`src/rtl/losp_pkg.sv`:
```
package losp_pkg;

    localparam int COORD_W = 16;
    localparam int LEN_W   = 32;

    localparam logic [1:0] OP_CLEAR  = 2'd0;
    localparam logic [1:0] OP_LOAD   = 2'd1;
    localparam logic [1:0] OP_POINT  = 2'd2;
    localparam logic [1:0] OP_UNUSED = 2'd3;

    typedef struct packed {
        logic [1:0]                op;
        logic signed [COORD_W-1:0] ax;
        logic signed [COORD_W-1:0] ay;
        logic signed [COORD_W-1:0] bx;
        logic signed [COORD_W-1:0] by;
        logic                      last_point;
    } in_item_t;

    typedef struct packed {
        logic signed [COORD_W-1:0] kept_x;
        logic signed [COORD_W-1:0] kept_y;
        logic [LEN_W-1:0]          total_length;
        logic                      path_end;
        logic                      table_overflow;
    } out_item_t;

    // controller -> datapath
    typedef struct packed {
        logic take_item;    // capture input item
        logic do_clear;
        logic do_load;
        logic start_point;  // first point of a path
        logic scan_start;   // reset scan index
        logic scan_step;    // issue next segment read / test
        logic len_prev;     // start root of anchor->previous
        logic len_cur;      // start root of anchor->current
        logic move_anchor;
        logic set_prev;
        logic emit_anchor;
        logic emit_final;
        logic end_path;
    } ctrl_cmd_t;

    // datapath -> controller
    typedef struct packed {
        logic is_load;
        logic is_clear;
        logic is_point;
        logic is_last;
        logic started;
        logic scan_done;
        logic hit;
        logic root_busy;
        logic out_busy;
    } ctrl_sts_t;

endpackage

```
`src/rtl/losp_ctrl.sv`:
```
module losp_ctrl (
    input  logic                 aclk,
    input  logic                 aresetn,
    input  logic                 s_valid,
    output logic                 s_ready,
    input  losp_pkg::ctrl_sts_t  sts,
    output losp_pkg::ctrl_cmd_t  cmd
);
    import losp_pkg::*;

    localparam logic [2:0] ST_IDLE  = 3'd0;
    localparam logic [2:0] ST_DEC   = 3'd1;
    localparam logic [2:0] ST_SCAN  = 3'd2;
    localparam logic [2:0] ST_HIT   = 3'd3;
    localparam logic [2:0] ST_HITW  = 3'd4;
    localparam logic [2:0] ST_LAST  = 3'd5;
    localparam logic [2:0] ST_LASTW = 3'd6;

    logic [2:0] state_reg, state_next;

    always_ff @(posedge aclk) begin
        if (!aresetn) state_reg <= ST_IDLE;
        else          state_reg <= state_next;
    end

    always_comb begin
        state_next = state_reg;
        cmd        = '0;
        s_ready    = 1'b0;
        case (state_reg)
            ST_IDLE: begin
                s_ready = 1'b1;
                if (s_valid) begin
                    cmd.take_item = 1'b1;
                    state_next    = ST_DEC;
                end
            end
            ST_DEC: begin
                if (sts.is_clear) begin
                    cmd.do_clear = 1'b1;
                    state_next   = ST_IDLE;
                end else if (sts.is_load) begin
                    cmd.do_load = 1'b1;
                    state_next  = ST_IDLE;
                end else if (!sts.is_point) begin
                    state_next = ST_IDLE;
                end else if (!sts.started) begin
                    if (!sts.out_busy) begin
                        cmd.start_point = 1'b1;
                        state_next = sts.is_last ? ST_LAST : ST_IDLE;
                    end
                end else begin
                    cmd.scan_start = 1'b1;
                    state_next     = ST_SCAN;
                end
            end
            ST_SCAN: begin
                if (sts.hit) begin
                    state_next = ST_HIT;
                end else if (sts.scan_done) begin
                    cmd.set_prev = 1'b1;
                    state_next   = sts.is_last ? ST_LAST : ST_IDLE;
                end else begin
                    cmd.scan_step = 1'b1;
                end
            end
            ST_HIT: begin
                if (!sts.root_busy) begin
                    cmd.len_prev = 1'b1;
                    state_next   = ST_HITW;
                end
            end
            ST_HITW: begin
                if (!sts.root_busy && !sts.out_busy) begin
                    cmd.move_anchor = 1'b1;
                    cmd.emit_anchor = 1'b1;
                    cmd.set_prev    = 1'b1;
                    state_next      = sts.is_last ? ST_LAST : ST_IDLE;
                end
            end
            ST_LAST: begin
                if (!sts.root_busy) begin
                    cmd.len_cur = 1'b1;
                    state_next  = ST_LASTW;
                end
            end
            ST_LASTW: begin
                if (!sts.root_busy && !sts.out_busy) begin
                    cmd.emit_final = 1'b1;
                    cmd.end_path   = 1'b1;
                    state_next     = ST_IDLE;
                end
            end
            default: state_next = ST_IDLE;
        endcase
    end

endmodule

```
`config.mk`:
```
export PLATFORM = sky130hd
export DESIGN_NAME = losp_ctrl
export DESIGN_NICKNAME = d
export VERILOG_FILES = /design/src/rtl/losp_pkg.sv /design/src/rtl/losp_ctrl.sv
export SDC_FILE = /design/constraint.sdc
export NUM_CORES = 1
export LEC_CHECK = 0
export ABC_AREA = 1
export BUFFER_PORTS_ARGS = -buffer_cell sky130_fd_sc_hd__clkbuf_2
export CAP_MARGIN = 15
export CORE_AREA = 2 2 39 41
export DETAILED_ROUTE_END_ITERATION = 6
export DIE_AREA = 0 0 41 43
export PLACE_DENSITY = 0.73
export RECOVER_POWER = 50
export SLEW_MARGIN = 30
export SYNTH_ARGS = -nofsm -noshare
export SYNTH_HDL_FRONTEND = slang
export SYNTH_SLANG_ARGS = --single-unit
```
`constraint.sdc`:
```
create_clock -name aclk -period 1.36 [get_ports aclk]
set_input_delay 0.272 -clock aclk [delete_from_list [all_inputs] [get_ports aclk]]
set_output_delay 0.272 -clock aclk [all_outputs]
set_load 0.03 [all_outputs]
```
# Word level (Yosys, flattened, before mapping)
# Index checks and enable logic that the tools add are counted.
# Widths: inputs -> output; s select.
[classes]
eq_ne = 13
mux = 40
reduce_logical = 5
[ops]
columns = ["op", "n"]
rows = [
  ["$mux 3", 15],
  ["$pmux 3 s7", 1],
  ["$mux 1", 18],
  ["$ne 2x2->1 const B", 5],
  ["$eq 3x3->1 const B", 3],
  ["$mux 2", 4],
  ["$reduce_and 7->1", 1],
  ["$eq 3x2->1 const B", 2],
  ["$ne 6x6->1 const B", 1],
  ["$mux 4", 1],
  ["$eq 3x1->1 const B", 1],
  ["$logic_not 3->1", 1],
  ["$ne 3x3->1 const B", 1],
  ["$logic_not 1->1", 2],
  ["$pmux 1 s2", 1],
  ["$logic_and 1x1->1", 1],
]
[totals]
register_bits = 3
in_bits = 12
output_inout_bits = 14
word_cells = 59

# Longest topological paths before layout
[logic_depth]
ltp_word = 7
depth_mapped = 9
mapped_depth_nobuf = 9

# Least setup slack after synthesis
# OpenSTA, ideal clock, no wires.
[synth_path]
path_kind = "register -> output"
startpoint = "reg state_reg[2]"
endpoint = "out cmd[1] in the netlist's numbering"
t_arrival_ps = 1844
required_ps = 1088
slack_ps = -756
stages_incl_launch_ff = 4
path_buffers = 1
cell_sequence = "dfxtp_1 inv_2 nor4_1 buf_4"
[synth_rtl]
columns = ["item", "line", "source"]
rows = [
  ["start, declared", "losp_ctrl.sv:19", "logic [2:0] state_reg, state_next;"],
  ["start signal, assigned", "losp_ctrl.sv:23", "else state_reg <= state_next;"],
  ["end, declared", "losp_ctrl.sv:7", "output losp_pkg::ctrl_cmd_t cmd"],
]

==> results.cfg <==
[critical_path]
crit_family = flip-flops
startpoint = state_reg[1]
rr_startpoint = state_reg[1]
cp-end-kind = primary output
cp.required_ns = 1.09
cp-start-kind = flip-flop
crit_chain = inv_6, nor4_4, clkbuf_8
crit_type = flip-flop to primary output
slowest_delay_ns = 0.40
reg2reg_setup_slack_ns = 0.01
path_max_fanout = 5
worst-path-buf-inv = 2
crit_slowest_cell = dfxtp_4
arrival_ns = 1.25

[floorplan]
die-height_um = 43
pin_count = 26
die_w_um = 41
die-area_sq_um = 1760
rows = 14
initial_core_util = 0.324
coreArea_sq_um = 1380

[drt]
via_per_inst = 5.12
first_pass_iters = 4
drc = 0
wl_per_cell_um = 14.9
drt_iter0_drc = 34
vias = 768
finalWirelength_mm = 2.23
drtAntennaViolNets = 0

[synthesis]
synthCells = 91
ys_seq_area_frac = 0.134
synth_largest_area_cell = nor2_1
yosys-top-cells-area = nor2_1, nand2_1, inv_1
syn_avg_cell_area_sq_um = 4.92
syn_area_sq_um = 448
ys_ff_latch = 3
synth-warning-count = 0
syn_nets = 103
synth_top_area_frac = 0.193
yosys.cell_types.count = 14

[cts]
cts.clk_slew.worst_paths_ns = 0.03
htreeDepth = 1
cts_root_buffer = clkbuf_4
numClockSinks = 3
clk_path_buf_depth = 2
cts_tree = built
insertion_delay_ns = 0.25
cts_inserted_buffers = 3

[sta]
maxSlewViolCount = 0
finClkSkew_ns = 0.00636
fin_ws_ns = -0.159
timing.final.crit_share = 1.12
relSlewSlack = 0.810
finalHoldViolCount = 0
finalCriticalPeriod_ns = 1.52
rsz0062_at_grt = yes
worstMarginPinSlew_ns = 0.285
setup_violations = 13
timing.fmax_mhz = 658

[pwr]
ir_worst_vdd_mv = 0.605
power_density_nw_per_um2 = 457
p_leak_nw = 0.548
p_total_mw = 0.485

[placed_design]
placed_area_sq_um = 666
port_buffers = 25
dpl.hpwl_mm = 1.06
dp_slack_ns = -0.0422
gp_congestion = 0.898

[run_status]
outcome = complete, but fails checks
violations = negative setup slack

[run]
cap_violations = 0

[layout]
stdcell_area_sq_um = 1060
final_core_util = 0.768
fillers = 85
n_antenna_cell = 0
areaGrowthSynthToFinish_pct = 137
fin_nets = 147
largest_reg_flops = 3
multi_input_area_sq_um = 500
mostFrequentLayoutCells = nor2_1, inv_1, nand2_1
seq_area_sq_um = 68.8
layout_commonest_cell = nor2_1
layout-drive-gt1-share = 0.627

[grt]
grt.overflow.total = 0
grt_pass1_wl_mm = 3.11
grt_max_degree = 7
antenna_found_initial = 0
grtUsageTotal = 0.260
grt_pass1_vias = 712

[worst_hold_path]
hold_path_class = input pin to flip-flop
min-delay-start = aresetn
==> per-layer routing <==
layer  wire, um  global-route usage
met2       1110               0.391
met3        132              0.0890
met5          0                   0
met4        125              0.0600
met1        863               0.348
==> metrics by stage <==
step                      TNS [ns]  std cells  hold slack, ns
final                        -1.43        150           0.304
after global routing         -2.26        150           0.302
after CTS                    -1.08        152           0.274
after detailed placement   -0.0422        136           0.532
after global placement           0        136           0.533
after floorplan             -0.145         91           0.422
==> cells by family (layout without fill, tap and decap cells) <==
family                 after synthesis  in the layout  synth area share
buffers and inverters               22             65             0.201
DFF                                  3              3             0.134
AOI/OAI and AO/OA                    5              5            0.0559
and+or+nand+nor                     61             61             0.609
==> synth_stat cells (all sizes together) <==
| master | count |
|---|---|
| buf | 2 |
| a21oi | 3 |
| inv | 20 |
| dfxtp | 3 |
| nor4 | 1 |
| nor2 | 26 |
| nand2 | 21 |
| o21ai | 2 |
| nand3 | 11 |
| nor3 | 2 |
==> power breakdown <==
part	switching, mW	internal, mW
combinational	0.131	0.0857
sequential	0.0106	0.0912
clock	0.0565	0.111
==> final cells by class <==
| type | instances | share of cell area |
|---|---|---|
| Multi-Input combinational cell | 66 | 0.471 |
| Timing Repair Buffer | 41 | 0.338 |
| Inverter | 20 | 0.0824 |
| Sequential cell | 3 | 0.0648 |
| Clock buffer | 4 | 0.0247 |
| Tap cell | 16 | 0.0188 |
==> worst paths after layout <==
| kind | endpoint | depth (start not counted) |
|---|---|---|
| worst min register to register | state_reg[2] | 3 |
| worst min-delay path | state_reg[1] | 3 |
| worst max-delay path | cmd[0] | 3 |
| worst max register to register | state_reg[0] | 9 |
==> tightest hold or removal path: stages <==
cell	delay [ns]
clkbuf_2	0.08
inv_1	0.11
a21oi_2	0.04
==> what timing repair did <==
item / CTS / global route
pin swaps: 7 / 8
setup endpoints to repair: 14 / 17
cloned: 0 / 0
gates resized for setup: 49 / 36
buffers inserted: 12 / 2
hold buffers: 0 / 0
Note: power is estimated with default switching activity, not from simulation.
